`src/rtl/ffpa_pkg.sv`:
```
package ffpa_pkg;

	localparam int unsigned AddrW  = 16;
	localparam int unsigned OwnerW = 8;
	localparam int unsigned SlackW = 8;

	localparam logic [1:0] ST_OK    = 2'd0;
	localparam logic [1:0] ST_NOFIT = 2'd1;
	localparam logic [1:0] ST_FULL  = 2'd2;
	localparam logic [1:0] ST_NOJOB = 2'd3;

	localparam logic REG_TOTAL = 1'b0;
	localparam logic REG_SLACK = 1'b1;

	localparam logic [AddrW-1:0]  TOTAL_RST = 16'd1024;
	localparam logic [SlackW-1:0] SLACK_RST = 8'd2;

	localparam logic ACT_ALLOC   = 1'b0;
	localparam logic ACT_RELEASE = 1'b1;

	typedef struct packed {
		logic [AddrW-1:0]  start;
		logic [AddrW-1:0]  len;
		logic [OwnerW-1:0] owner;
		logic              used;
	} entry_t;

	typedef enum logic [3:0] {
		S_INIT, S_IDLE, S_SC_RD, S_SC_EV, S_NX_RD, S_NX_EV, S_RL_WR,
		S_CP_CHK, S_CP_WR, S_AL_WA, S_AL_WB, S_RESP
	} state_t;

	typedef enum logic [1:0] {RS_IDX, RS_NEXT, RS_SRC} rd_sel_t;

	typedef enum logic [2:0] {
		WS_INIT, WS_GRANT, WS_COPY, WS_MERGE, WS_SPLIT_A, WS_SPLIT_B
	} wr_sel_t;

	typedef enum logic [2:0] {
		RES_HIT, RES_SPLIT, RES_NOFIT, RES_FULL, RES_NOJOB
	} res_sel_t;

	typedef struct packed {
		logic     init;
		logic     load;
		logic     idx_inc;
		logic     cap_cur;
		logic     cap_prev;
		logic     cap_next;
		logic     clr_next;
		logic     setup_down;
		logic     setup_up;
		logic     copy_step;
		logic     wr_en;
		wr_sel_t  wr_sel;
		rd_sel_t  rd_sel;
		logic     set_res;
		res_sel_t res_sel;
	} cmd_t;

	typedef struct packed {
		logic is_rel;
		logic scan_end;
		logic hit;
		logic whole;
		logic full;
		logic has_next;
		logic copy_done;
	} stat_t;

endpackage

```
`src/rtl/ffpa_ram.sv`:
```
module ffpa_ram #(
	parameter int unsigned WIDTH = 41,
	parameter int unsigned DEPTH = 16
) (
	input  logic                     clk,
	input  logic                     we,
	input  logic [$clog2(DEPTH)-1:0] waddr,
	input  logic [WIDTH-1:0]         wdata,
	input  logic [$clog2(DEPTH)-1:0] raddr,
	output logic [WIDTH-1:0]         rdata
);

	logic [WIDTH-1:0] mem [DEPTH];

	always_ff @(posedge clk) begin
		if (we) begin
			mem[waddr] <= wdata;
		end
		rdata <= mem[raddr];
	end

endmodule

```
`src/rtl/ffpa_ctrl.sv`:
```
module ffpa_ctrl (
	input  logic           clk,
	input  logic           arst_n,
	input  logic           start,
	input  logic           cfg_reinit,
	input  ffpa_pkg::stat_t stat,
	output ffpa_pkg::cmd_t  cmd,
	output logic           busy,
	output logic           done
);

	ffpa_pkg::state_t state_q, state_nxt;

	always_ff @(posedge clk or negedge arst_n) begin
		if (!arst_n) begin
			state_q <= ffpa_pkg::S_INIT;
		end else begin
			state_q <= state_nxt;
		end
	end

	always_comb begin
		state_nxt = state_q;
		cmd = '0;
		cmd.wr_sel = ffpa_pkg::WS_INIT;
		cmd.rd_sel = ffpa_pkg::RS_IDX;
		cmd.res_sel = ffpa_pkg::RES_HIT;
		unique case (state_q)
			ffpa_pkg::S_INIT: begin
				cmd.init = 1'b1;
				cmd.wr_en = 1'b1;
				cmd.wr_sel = ffpa_pkg::WS_INIT;
				state_nxt = cfg_reinit ? ffpa_pkg::S_INIT : ffpa_pkg::S_IDLE;
			end
			ffpa_pkg::S_IDLE: begin
				if (cfg_reinit) begin
					state_nxt = ffpa_pkg::S_INIT;
				end else if (start) begin
					cmd.load = 1'b1;
					state_nxt = ffpa_pkg::S_SC_RD;
				end
			end
			ffpa_pkg::S_SC_RD: begin
				if (stat.scan_end) begin
					cmd.set_res = 1'b1;
					cmd.res_sel = stat.is_rel ? ffpa_pkg::RES_NOJOB : ffpa_pkg::RES_NOFIT;
					state_nxt = ffpa_pkg::S_RESP;
				end else begin
					cmd.rd_sel = ffpa_pkg::RS_IDX;
					state_nxt = ffpa_pkg::S_SC_EV;
				end
			end
			ffpa_pkg::S_SC_EV: begin
				if (!stat.hit) begin
					cmd.cap_prev = 1'b1;
					cmd.idx_inc = 1'b1;
					state_nxt = ffpa_pkg::S_SC_RD;
				end else if (stat.is_rel) begin
					cmd.cap_cur = 1'b1;
					cmd.set_res = 1'b1;
					cmd.res_sel = ffpa_pkg::RES_HIT;
					state_nxt = ffpa_pkg::S_NX_RD;
				end else if (stat.whole) begin
					cmd.wr_en = 1'b1;
					cmd.wr_sel = ffpa_pkg::WS_GRANT;
					cmd.set_res = 1'b1;
					cmd.res_sel = ffpa_pkg::RES_HIT;
					state_nxt = ffpa_pkg::S_RESP;
				end else if (stat.full) begin
					cmd.set_res = 1'b1;
					cmd.res_sel = ffpa_pkg::RES_FULL;
					state_nxt = ffpa_pkg::S_RESP;
				end else begin
					cmd.cap_cur = 1'b1;
					cmd.setup_down = 1'b1;
					state_nxt = ffpa_pkg::S_CP_CHK;
				end
			end
			ffpa_pkg::S_NX_RD: begin
				if (stat.has_next) begin
					cmd.rd_sel = ffpa_pkg::RS_NEXT;
					state_nxt = ffpa_pkg::S_NX_EV;
				end else begin
					cmd.clr_next = 1'b1;
					state_nxt = ffpa_pkg::S_RL_WR;
				end
			end
			ffpa_pkg::S_NX_EV: begin
				cmd.cap_next = 1'b1;
				state_nxt = ffpa_pkg::S_RL_WR;
			end
			ffpa_pkg::S_RL_WR: begin
				cmd.wr_en = 1'b1;
				cmd.wr_sel = ffpa_pkg::WS_MERGE;
				cmd.setup_up = 1'b1;
				state_nxt = ffpa_pkg::S_CP_CHK;
			end
			ffpa_pkg::S_CP_CHK: begin
				if (stat.copy_done) begin
					state_nxt = stat.is_rel ? ffpa_pkg::S_RESP : ffpa_pkg::S_AL_WA;
				end else begin
					cmd.rd_sel = ffpa_pkg::RS_SRC;
					state_nxt = ffpa_pkg::S_CP_WR;
				end
			end
			ffpa_pkg::S_CP_WR: begin
				cmd.wr_en = 1'b1;
				cmd.wr_sel = ffpa_pkg::WS_COPY;
				cmd.copy_step = 1'b1;
				state_nxt = ffpa_pkg::S_CP_CHK;
			end
			ffpa_pkg::S_AL_WA: begin
				cmd.wr_en = 1'b1;
				cmd.wr_sel = ffpa_pkg::WS_SPLIT_A;
				state_nxt = ffpa_pkg::S_AL_WB;
			end
			ffpa_pkg::S_AL_WB: begin
				cmd.wr_en = 1'b1;
				cmd.wr_sel = ffpa_pkg::WS_SPLIT_B;
				cmd.set_res = 1'b1;
				cmd.res_sel = ffpa_pkg::RES_SPLIT;
				state_nxt = ffpa_pkg::S_RESP;
			end
			ffpa_pkg::S_RESP: begin
				state_nxt = ffpa_pkg::S_IDLE;
			end
			default: begin
				state_nxt = ffpa_pkg::S_INIT;
			end
		endcase
	end

	assign busy = (state_q != ffpa_pkg::S_IDLE);
	assign done = (state_q == ffpa_pkg::S_RESP);

	a_resp_after_hit_write: assert property (@(posedge clk) disable iff (!arst_n)
		(state_q == ffpa_pkg::S_AL_WB) |=> done)
		else $error("split did not complete with a response");

endmodule

```
`src/rtl/ffpa_dp.sv`:
```
module ffpa_dp #(
	parameter int unsigned MAX_PARTS = 16
) (
	input  logic                          clk,
	input  logic                          arst_n,
	input  ffpa_pkg::cmd_t                cmd,
	output ffpa_pkg::stat_t               stat,
	input  logic                          action,
	input  logic [ffpa_pkg::OwnerW-1:0]   job_id,
	input  logic [ffpa_pkg::AddrW-1:0]    request_size,
	input  logic [ffpa_pkg::AddrW-1:0]    total_size,
	input  logic [ffpa_pkg::SlackW-1:0]   split_slack,
	output logic [1:0]                    status,
	output logic [ffpa_pkg::AddrW-1:0]    grant_base,
	output logic [ffpa_pkg::AddrW-1:0]    granted_size
);

	localparam int unsigned CW = $clog2(MAX_PARTS + 1);
	localparam int unsigned AW = $clog2(MAX_PARTS);
	localparam int unsigned EW = $bits(ffpa_pkg::entry_t);

	logic [CW-1:0] cnt_q, idx_q, dst_q, src_q;
	logic act_q;
	logic [ffpa_pkg::OwnerW-1:0] job_q;
	logic [ffpa_pkg::AddrW-1:0] req_q;
	ffpa_pkg::entry_t cur_q, prev_q, rd_ent, wr_ent, merge_ent;
	logic nxt_free_q;
	logic [ffpa_pkg::AddrW-1:0] nxt_len_q, merge_len, leftover;
	logic [1:0] res_status_q;
	logic [ffpa_pkg::AddrW-1:0] res_start_q, res_size_q;
	logic [CW-1:0] wr_idx, rd_idx, merge_tgt, rm_first, rm_cnt, idx_p1;
	logic [EW-1:0] rd_word;
	logic prev_free;

	assign rd_ent = ffpa_pkg::entry_t'(rd_word);
	assign idx_p1 = idx_q + CW'(1);
	assign leftover = rd_ent.len - req_q;

	assign prev_free = (idx_q != '0) && !prev_q.used;
	assign merge_len = (prev_free ? prev_q.len : '0) + cur_q.len
		+ (nxt_free_q ? nxt_len_q : '0);
	assign merge_tgt = prev_free ? idx_q - CW'(1) : idx_q;
	assign rm_first = prev_free ? idx_q : idx_p1;
	assign rm_cnt = CW'(prev_free) + CW'(nxt_free_q);

	always_comb begin
		merge_ent = cur_q;
		merge_ent.len = merge_len;
		merge_ent.owner = '0;
		merge_ent.used = 1'b0;
		if (prev_free) begin
			merge_ent.start = prev_q.start;
			merge_ent.owner = prev_q.owner;
		end
	end

	always_comb begin
		unique case (cmd.rd_sel)
			ffpa_pkg::RS_IDX:  rd_idx = idx_q;
			ffpa_pkg::RS_NEXT: rd_idx = idx_p1;
			ffpa_pkg::RS_SRC:  rd_idx = src_q;
			default:           rd_idx = idx_q;
		endcase
	end

	always_comb begin
		wr_idx = idx_q;
		wr_ent = rd_ent;
		unique case (cmd.wr_sel)
			ffpa_pkg::WS_INIT: begin
				wr_idx = '0;
				wr_ent = '0;
				wr_ent.len = total_size;
			end
			ffpa_pkg::WS_GRANT: begin
				wr_ent.owner = job_q;
				wr_ent.used = 1'b1;
			end
			ffpa_pkg::WS_COPY: begin
				wr_idx = dst_q;
			end
			ffpa_pkg::WS_MERGE: begin
				wr_idx = merge_tgt;
				wr_ent = merge_ent;
			end
			ffpa_pkg::WS_SPLIT_A: begin
				wr_ent.start = cur_q.start;
				wr_ent.len = req_q;
				wr_ent.owner = job_q;
				wr_ent.used = 1'b1;
			end
			ffpa_pkg::WS_SPLIT_B: begin
				wr_idx = idx_p1;
				wr_ent.start = cur_q.start + req_q;
				wr_ent.len = cur_q.len - req_q;
				wr_ent.owner = cur_q.owner;
				wr_ent.used = 1'b0;
			end
			default: begin
				wr_idx = idx_q;
			end
		endcase
	end

	ffpa_ram #(
		.WIDTH(EW),
		.DEPTH(MAX_PARTS)
	) u_table (
		.clk  (clk),
		.we   (cmd.wr_en),
		.waddr(wr_idx[AW-1:0]),
		.wdata(EW'(wr_ent)),
		.raddr(rd_idx[AW-1:0]),
		.rdata(rd_word)
	);

	always_ff @(posedge clk or negedge arst_n) begin
		if (!arst_n) begin
			cnt_q <= CW'(1);
			idx_q <= '0;
			dst_q <= '0;
			src_q <= '0;
			act_q <= ffpa_pkg::ACT_ALLOC;
		end else begin
			if (cmd.init) begin
				cnt_q <= CW'(1);
			end
			if (cmd.load) begin
				act_q <= action;
				idx_q <= '0;
			end
			if (cmd.idx_inc) begin
				idx_q <= idx_p1;
			end
			if (cmd.setup_down) begin
				dst_q <= cnt_q;
				src_q <= cnt_q - CW'(1);
				cnt_q <= cnt_q + CW'(1);
			end
			if (cmd.setup_up) begin
				dst_q <= rm_first;
				src_q <= rm_first + rm_cnt;
				cnt_q <= cnt_q - rm_cnt;
			end
			if (cmd.copy_step) begin
				if (act_q == ffpa_pkg::ACT_RELEASE) begin
					dst_q <= dst_q + CW'(1);
					src_q <= src_q + CW'(1);
				end else begin
					dst_q <= dst_q - CW'(1);
					src_q <= src_q - CW'(1);
				end
			end
		end
	end

	always_ff @(posedge clk) begin
		if (cmd.load) begin
			job_q <= job_id;
			req_q <= request_size;
		end
		if (cmd.cap_cur) begin
			cur_q <= rd_ent;
		end
		if (cmd.cap_prev) begin
			prev_q <= rd_ent;
		end
		if (cmd.cap_next) begin
			nxt_free_q <= !rd_ent.used;
			nxt_len_q <= rd_ent.len;
		end
		if (cmd.clr_next) begin
			nxt_free_q <= 1'b0;
			nxt_len_q <= '0;
		end
		if (cmd.set_res) begin
			case (cmd.res_sel)
				ffpa_pkg::RES_HIT: begin
					res_status_q <= ffpa_pkg::ST_OK;
					res_start_q <= rd_ent.start;
					res_size_q <= rd_ent.len;
				end
				ffpa_pkg::RES_SPLIT: begin
					res_status_q <= ffpa_pkg::ST_OK;
					res_start_q <= cur_q.start;
					res_size_q <= req_q;
				end
				ffpa_pkg::RES_NOFIT: begin
					res_status_q <= ffpa_pkg::ST_NOFIT;
					res_start_q <= '0;
					res_size_q <= '0;
				end
				ffpa_pkg::RES_FULL: begin
					res_status_q <= ffpa_pkg::ST_FULL;
					res_start_q <= '0;
					res_size_q <= '0;
				end
				default: begin
					res_status_q <= ffpa_pkg::ST_NOJOB;
					res_start_q <= '0;
					res_size_q <= '0;
				end
			endcase
		end
	end

	always_comb begin
		stat.is_rel = (act_q == ffpa_pkg::ACT_RELEASE);
		stat.scan_end = (idx_q == cnt_q);
		if (stat.is_rel) begin
			stat.hit = rd_ent.used && (rd_ent.owner == job_q);
		end else begin
			stat.hit = !rd_ent.used && (req_q != '0) && (rd_ent.len >= req_q);
		end
		stat.whole = (leftover <= {{(ffpa_pkg::AddrW - ffpa_pkg::SlackW){1'b0}}, split_slack});
		stat.full = (cnt_q >= CW'(MAX_PARTS));
		stat.has_next = (idx_p1 < cnt_q);
		if (stat.is_rel) begin
			stat.copy_done = (dst_q >= cnt_q) || (src_q == dst_q);
		end else begin
			stat.copy_done = (dst_q == idx_q);
		end
	end

	assign status = res_status_q;
	assign grant_base = res_start_q;
	assign granted_size = res_size_q;

	a_cnt_range: assert property (@(posedge clk) disable iff (!arst_n)
		(cnt_q != '0) && (cnt_q <= CW'(MAX_PARTS)))
		else $error("partition count out of range");

endmodule

```
`src/rtl/first_fit_partition_allocator_unit.sv`:
```
// First-fit partition allocator. Pulse start while busy is low to issue an allocate
// (action 0) or release (action 1) transaction; exactly one result follows,
// flagged by done for a single cycle, which must be captured then since the
// receiver cannot stall it. The table lives in a one-read one-write RAM, so
// the controller reads each entry scanned and evaluates it in a separate
// state, and moves each entry shifted on a split or merge with a read state
// followed by a write state. After reset, and after a write of total_size
// while the unit is idle, busy stays high while entry 0 is rewritten as a
// single free partition.
module first_fit_partition_allocator_unit #(
	parameter int unsigned MAX_PARTS = 16
) (
	input  logic        clk,
	input  logic        arst_n,
	input  logic        start,
	output logic        busy,
	output logic        done,
	input  logic        action,
	input  logic [7:0]  job_id,
	input  logic [15:0] request_size,
	output logic [1:0]  status,
	output logic [15:0] grant_base,
	output logic [15:0] granted_size,
	input  logic        psel,
	input  logic        penable,
	input  logic        pwrite,
	input  logic [2:0]  paddr,
	input  logic [31:0] pwdata,
	output logic [31:0] prdata,
	output logic        pready
);

	logic [ffpa_pkg::AddrW-1:0] total_q;
	logic [ffpa_pkg::SlackW-1:0] slack_q;
	logic cfg_wr, cfg_reinit;
	ffpa_pkg::cmd_t cmd;
	ffpa_pkg::stat_t stat;

	assign pready = 1'b1;
	assign cfg_wr = psel && penable && pwrite;
	assign cfg_reinit = cfg_wr && (paddr[2] == ffpa_pkg::REG_TOTAL);

	always_ff @(posedge clk or negedge arst_n) begin
		if (!arst_n) begin
			total_q <= ffpa_pkg::TOTAL_RST;
			slack_q <= ffpa_pkg::SLACK_RST;
		end else if (cfg_wr) begin
			unique case (paddr[2])
				ffpa_pkg::REG_TOTAL: total_q <= pwdata[15:0];
				ffpa_pkg::REG_SLACK: slack_q <= pwdata[7:0];
				default: total_q <= total_q;
			endcase
		end
	end

	always_comb begin
		unique case (paddr[2])
			ffpa_pkg::REG_TOTAL: prdata = {16'd0, total_q};
			ffpa_pkg::REG_SLACK: prdata = {24'd0, slack_q};
			default: prdata = '0;
		endcase
	end

	ffpa_ctrl u_ctrl (
		.clk       (clk),
		.arst_n    (arst_n),
		.start     (start),
		.cfg_reinit(cfg_reinit),
		.stat      (stat),
		.cmd       (cmd),
		.busy      (busy),
		.done      (done)
	);

	ffpa_dp #(
		.MAX_PARTS(MAX_PARTS)
	) u_dp (
		.clk          (clk),
		.arst_n       (arst_n),
		.cmd          (cmd),
		.stat         (stat),
		.action       (action),
		.job_id       (job_id),
		.request_size (request_size),
		.total_size   (total_q),
		.split_slack  (slack_q),
		.status       (status),
		.grant_base   (grant_base),
		.granted_size (granted_size)
	);

	a_done_pulse: assert property (@(posedge clk) disable iff (!arst_n)
		done |=> !done)
		else $error("done held longer than one cycle");

	a_start_busy: assert property (@(posedge clk) disable iff (!arst_n)
		(start && !busy && !cfg_wr) |=> busy)
		else $error("accepted transaction did not raise busy");

	a_fail_zero: assert property (@(posedge clk) disable iff (!arst_n)
		(done && (status != ffpa_pkg::ST_OK)) |-> (grant_base == '0) && (granted_size == '0))
		else $error("failed transaction carries nonzero fields");

endmodule
```
`config.mk`:
```
export PLATFORM = sky130hd
export DESIGN_NAME = first_fit_partition_allocator_unit
export DESIGN_NICKNAME = d
export VERILOG_FILES = /design/src/rtl/ffpa_pkg.sv /design/src/rtl/ffpa_ram.sv /design/src/rtl/ffpa_ctrl.sv /design/src/rtl/ffpa_dp.sv /design/src/rtl/first_fit_partition_allocator_unit.sv
export SDC_FILE = /design/constraint.sdc
export NUM_CORES = 1
export LEC_CHECK = 0
export ABC_AREA = 1
export BUFFER_PORTS_ARGS = -buffer_cell sky130_fd_sc_hd__buf_4
export CORE_MARGIN = 5
export CORE_UTILIZATION = 63
export DETAILED_ROUTE_END_ITERATION = 16
export PLACE_DENSITY = 0.79
export SYNTH_ARGS = -nofsm -noshare
export SYNTH_HDL_FRONTEND = slang
export SYNTH_HIERARCHICAL = 1
export SYNTH_SLANG_ARGS = --single-unit
```
`constraint.sdc`:
```
create_clock -name clk -period 7.2 [get_ports clk]
set_input_delay 1.44 -clock clk [delete_from_list [all_inputs] [get_ports clk]]
set_output_delay 1.44 -clock clk [all_outputs]
set_load 0.02 [all_outputs]
```
# Word level (Yosys, flattened, before mapping)
# Memory sizes are Yosys's and may differ from the RTL's. A register that Yosys moved wholly into a read port is not among the register bits.
# Index checks and enable logic that the tools add are counted.
# W data, S select, Z words.
# totals
ff_bits	205
mem_bits_rw	656
memories	1
wordCells	170
# classes
mux	75
bitwise	1
n_eq_ne	27
reduce_logical	23
n_lt_le_gt_ge	5
addsub	16
# memory_table
memory	words	width	rd	rd_ports_with_merged_regs	wr	line_no	text
u_dp.u_table.mem	16	41	1	1	1	ffpa_ram.sv:13	logic [WIDTH-1:0] mem [DEPTH];
# op_table
operator	count
$pmux W32 S4	1
$mux W5	14
$mux W4	17
$pmux W16 S2	2
$pmux W32 S2	1
$add A16 B16 Y16	3
$mux W16	3
$pmux W4 S11	1
$pmux W9 S4	1
$sub A16 B16 Y16	2
$pmux W4 S6	1
$mux W1	23
$add A5 B1 Y5 const B	4
$eq A4 B3 Y1 const B	4
$eq A4 B4 Y1 const B	4
$ge A16 B16 Y1	1
$le A16 B8 Y1	1
$pmux W4 S4	1
$reduce_bool A16 Y1	1
$eq A5 B5 Y1	3
$sub A5 B1 Y5 const B	3
$eq A3 B2 Y1 const B	4
$pmux W4 S3	1
$eq A4 B2 Y1 const B	2
32 further kinds	49

# Depth between registers and ports, before layout
# logic_depth
depth_word	9
mapped_depth	30
mapped_depth_nobuf	30

# Modules after synthesis
# The synthesis kept the hierarchy.
# by_module_without_submodules
module	n_inst	seq_area_each_um2	area_each_um2	cells_per_inst
ffpa_ram	1	20519.7	29091.7	2708
ffpa_dp	1	5041.1	13070.0	1670
first_fit_partition_allocator_unit	1	603.1	1331.3	170
ffpa_ctrl	1	100.1	505.5	98

# Worst setup path after synthesis
# Ideal clock, no wire load.
# synth_path
path_kind	register to register
from	register u_dp/req_q[1] (netlist name)
to	memory u_dp.u_table.mem[4][0], enable pin
path_slack_ps	1334
path_stages_with_launch	27
n_path_buf	1
arrival_ps	5426
cell_sequence	edfxtp_1 inv_1 fa_1 nand3_1 nand3_1 nand2_1 nand2_1 xor2_1 ha_1 nand2_1 nor2_1 nand4_1 nand2_1 nand3_1 nor2_1 nand3_1 nor2_1 nand2_1 nand3_1 nand3_2 clkbuf_1 nand3_1 inv_1 nand2_1 o2111ai_1 nand3b_1 nor2_1
# synth_rtl
item	line_no	text
start, declared	ffpa_dp.sv:25	logic [ffpa_pkg::AddrW-1:0] req_q;
start signal, assigned	ffpa_dp.sv:160	req_q <= request_size;
end, declared	ffpa_ram.sv:13	

==> results.yml <==
clock_tree:
  cts_tree: "yes"
  cts-hold-fix-buffers: 0
  htree_levels: 3
  post_cts_buffers: 0
  insertion_delay_ns: 0.65
  cts.clk_slew.worst_paths_ns: 0.06
  cts_root_buf: "clkbuf_16"
  clkSinkCount: 902
  clockBufferDepth: 3
  cts_inserted_buffers: 91
  cts_resized: 0
placed_design:
  gp_congestion: 0.9971
  dp_hpwl_um: 71600
  pre_cts_ws_ns: 0.8909
  port-buffer-count: 99
  dp_cells: 5541
grt:
  antenna_found_initial: 4
  grt_max_degree: 165
  grt_pass1_wl_um: 174600
  grt_overflow: 0
  grt_usage: 0.3001
  grt_pass1_vias: 31370
hold_path:
  hp-class: "reg -> reg"
yosys:
  synthArstFlopShare: 0.05432
  ys_dominant_reg_cell: "edfxtp_1"
  synth.largest_area_cell: "edfxtp_1"
  yosysSeqAreaShare: 0.5969
  ys_top_cells_by_area: "edfxtp_1, nand2_1, nand3_1"
  yosys_warnings: 6
  ys_seq_elements: 902
  synth_edf_count: 795
  synth_top_area_frac: 0.5426
  syn_area_um2: 44000
  ys_types: 53
  postSynthCellCount: 4646
  syn_avg_cell_area_um2: 9.470
routing:
  vias: 32660
  viasPerCell: 5.729
  drc: 0
  antenna_left: 0
  wirelength_um: 114200
  wire_per_inst_um: 20.03
  dr.pass1.iters: 6
  drt_iter0_drc: 4002
timing:
  rsz0062_at_grt: "false"
  final.setup_skew_ns: 0.02986
  fin_ws_ns: 0.7906
  max_slew_margin: 0.1156
  hold_viol: 0
  finalCriticalPeriod_ns: 6.409
  setup_violations: 0
  min_period_over_period: 0.8902
  fmax_mhz: 156.0
  timing.hold.ws_ns: 0.4621
  tightest_slew_ns: 1.324
  fin_tns_setup_ns: 0
  drv_slew: 0
die:
  fp.coreArea_um2: 68950
  die-width_um: 274.3
  ios: 135
  dieArea_um2: 75220
  rows: 96
  die_h_um: 274.3
  start_util: 0.6382
layout:
  n_antenna_cell: 0
  drive_gt1_frac: 0.07378
  final_cells: 5702
  area_growth_pct: 9.836
  nets: 4888
pwr:
  vdd_drop_max_mv: 0.3505
  powerDensity_nw_per_um2: 418.7
  p_int_uw: 12100
  p_seq_frac: 0.382
  switching_power_uw: 8132
  p_comb_frac: 0.387
  switching_share: 0.4019
  clockPowerShare: 0.231
  p_leak_uw: 0.02133
worst_setup_path:
  r2r_setup_slack_ns: 0.79
  required_ns: 7.50
  critPathKind: "reg -> reg"
  end_kind: "flip-flop"
  worst_setup_path_start_kind: "flip-flop"
  arrival_ns: 6.71
  worstPathMaxFanout: 17
run_status:
  status: "complete, no violations"
run:
  maxCapViolCount: 0
[layout make-up]
cell class | count | area [um^2]
inverters | 747 | 2820
well taps | 931 | 1165
fillers | 4957 | 20620
multi-input cells | 2804 | 13820
flip-flops and latches | 902 | 26260
clock buffers | 117 | 2447
repair buffers | 157 | 1316
clock inverters | 44 | 494.2
[worst max-delay path: stages (launching register included)]
cell and delay [ns]:
edfxtp_1 0.49, inv_1 0.22, fa_1 0.53, nand3_1 0.10, nand3_1 0.18, nand2_1 0.12, nand2_1 0.08, xor2_1 0.16
ha_1 0.28, nand2_1 0.06, nor2_1 0.15, nand4_1 0.10, nand2_1 0.09, nand3_1 0.07, nor2_1 0.09, nand3_1 0.07
nor2_1 0.29, nand2_1 0.13, nand3_1 0.23, nand3_2 0.43, nand3_1 0.26, inv_1 0.08, nand2_1 0.06, o2111ai_1 0.26
nand3b_1 0.50, nor2_4 0.63, buf_4 0.41
[Yosys cell counts (5+ instances only)]
cell,count
a211oi_1,5
a21o_1,5
a21oi_1,106
a22oi_1,11
a31oi_1,6
and2_1,5
buf_1,16
buf_2,73
buf_4,25
buf_6,47
clkbuf_1,46
dfrtp_1,46
dfxtp_1,58
edfxtp_1,795
fa_1,23
ha_1,96
inv_1,734
inv_2,9
nand2_1,1394
nand3_1,673
nand3b_1,19
nand4_1,38
nor2_1,161
nor2_2,6
nor3_1,13
nor4_1,5
o2111ai_1,11
o211ai_1,9
o21ai_0,115
o21bai_1,6
o22ai_1,13
or2_2,7
xnor2_1,17
xor2_1,15
[logic make-up after synthesis]
| family | Yosys count | synth area share |
|---|---|---|
| and+or+nand+nor | 2331 | 0.2251 |
| AOI/OAI and AO/OA | 305 | 0.03941 |
| other | 2 | 0.0001707 |
| DFF | 902 | 0.5969 |
| xor gates and xnor gates | 32 | 0.006370 |
| adders and majority gates | 119 | 0.03776 |
| buffers and inverters | 955 | 0.09424 |
[final timing paths]
check                                        from                      end  depth (start not counted)
worst min-delay path            u_dp/nxt_len_q[6]        u_dp/nxt_len_q[6]                          2
worst max-delay path                u_dp/req_q[1]  u_dp/u_table/mem[6][18]                         26
min in group asynchronous                  arst_n            u_dp/dst_q[4]                          1
worst max register to register      u_dp/req_q[1]  u_dp/u_table/mem[6][18]                         26
max in group asynchronous                  arst_n               slack_q[3]                          1
worst min register to register  u_dp/nxt_len_q[6]        u_dp/nxt_len_q[6]                          2
[layout by cell type (no fill, tap or decap), types with 13 or more instances in the layout]
cell type | netlist | final
a21oi_1 | 106 | 106
buf_4 | 25 | 146
clkbuf_1 | 46 | 21
clkbuf_16 | 0 | 93
clkinv_2 | 0 | 14
conb_1 | 2 | 17
dfrtp_1 | 46 | 46
dfxtp_1 | 58 | 58
edfxtp_1 | 795 | 795
fa_1 | 23 | 23
ha_1 | 96 | 96
inv_1 | 734 | 731
nand2_1 | 1394 | 1394
nand3_1 | 673 | 672
nand3b_1 | 19 | 19
nand4_1 | 38 | 38
nor2_1 | 161 | 142
nor2_4 | 2 | 19
o21ai_0 | 115 | 113
o22ai_1 | 13 | 13
xnor2_1 | 17 | 17
xor2_1 | 15 | 15
[metrics by stage]
stage | total power, uW | area (um^2) | util
final | 20240 | 48330 | 0.7009
after global routing | 21390 | 48330 | 0.7009
after CTS | 20140 | 48330 | 0.7009
after detailed placement | 15450 | 45380 | 0.6583
after global placement | 15250 | 45380 | 0.6583
after floorplan | 13020 | 44050 | -
[power groups by stage]
stage               clock network, uW  registers (uW)  logic (uW)
finish                           4680            7720        7830
global route                     4960            7780        8650
CTS                              4730            7700        7710
detailed placement                  0            7800        7640
global placement                    0            7780        7480
floorplan                           0            7620        5410
[routing by layer]
layer	GRT usage	wire length, um	vias to the layer above
li1	-	-	15310
met1	0.4139	44160	15390
met2	0.4889	53730	1699
met3	0.04506	11980	258
met4	0.1135	4290	4
met5	0	27	-
[state kept, by name (all words and copies together), names as in the netlist]
signal / flops
u_dp/u_table/mem: 656
u_dp/prev_q: 41
u_dp/u_table/rdata: 41
u_dp/cur_q: 40
total_q: 16
u_dp/grant_base: 16
u_dp/granted_size: 16
u_dp/nxt_len_q: 16
u_dp/req_q: 16
slack_q: 8
u_dp/job_q: 8
u_dp/cnt_q: 5
u_dp/dst_q: 5
u_dp/idx_q: 5
u_dp/src_q: 5
u_ctrl/state_q: 4
u_dp/status: 2
u_dp/act_q: 1
u_dp/nxt_free_q: 1
(Power assumes the default switching activity.)
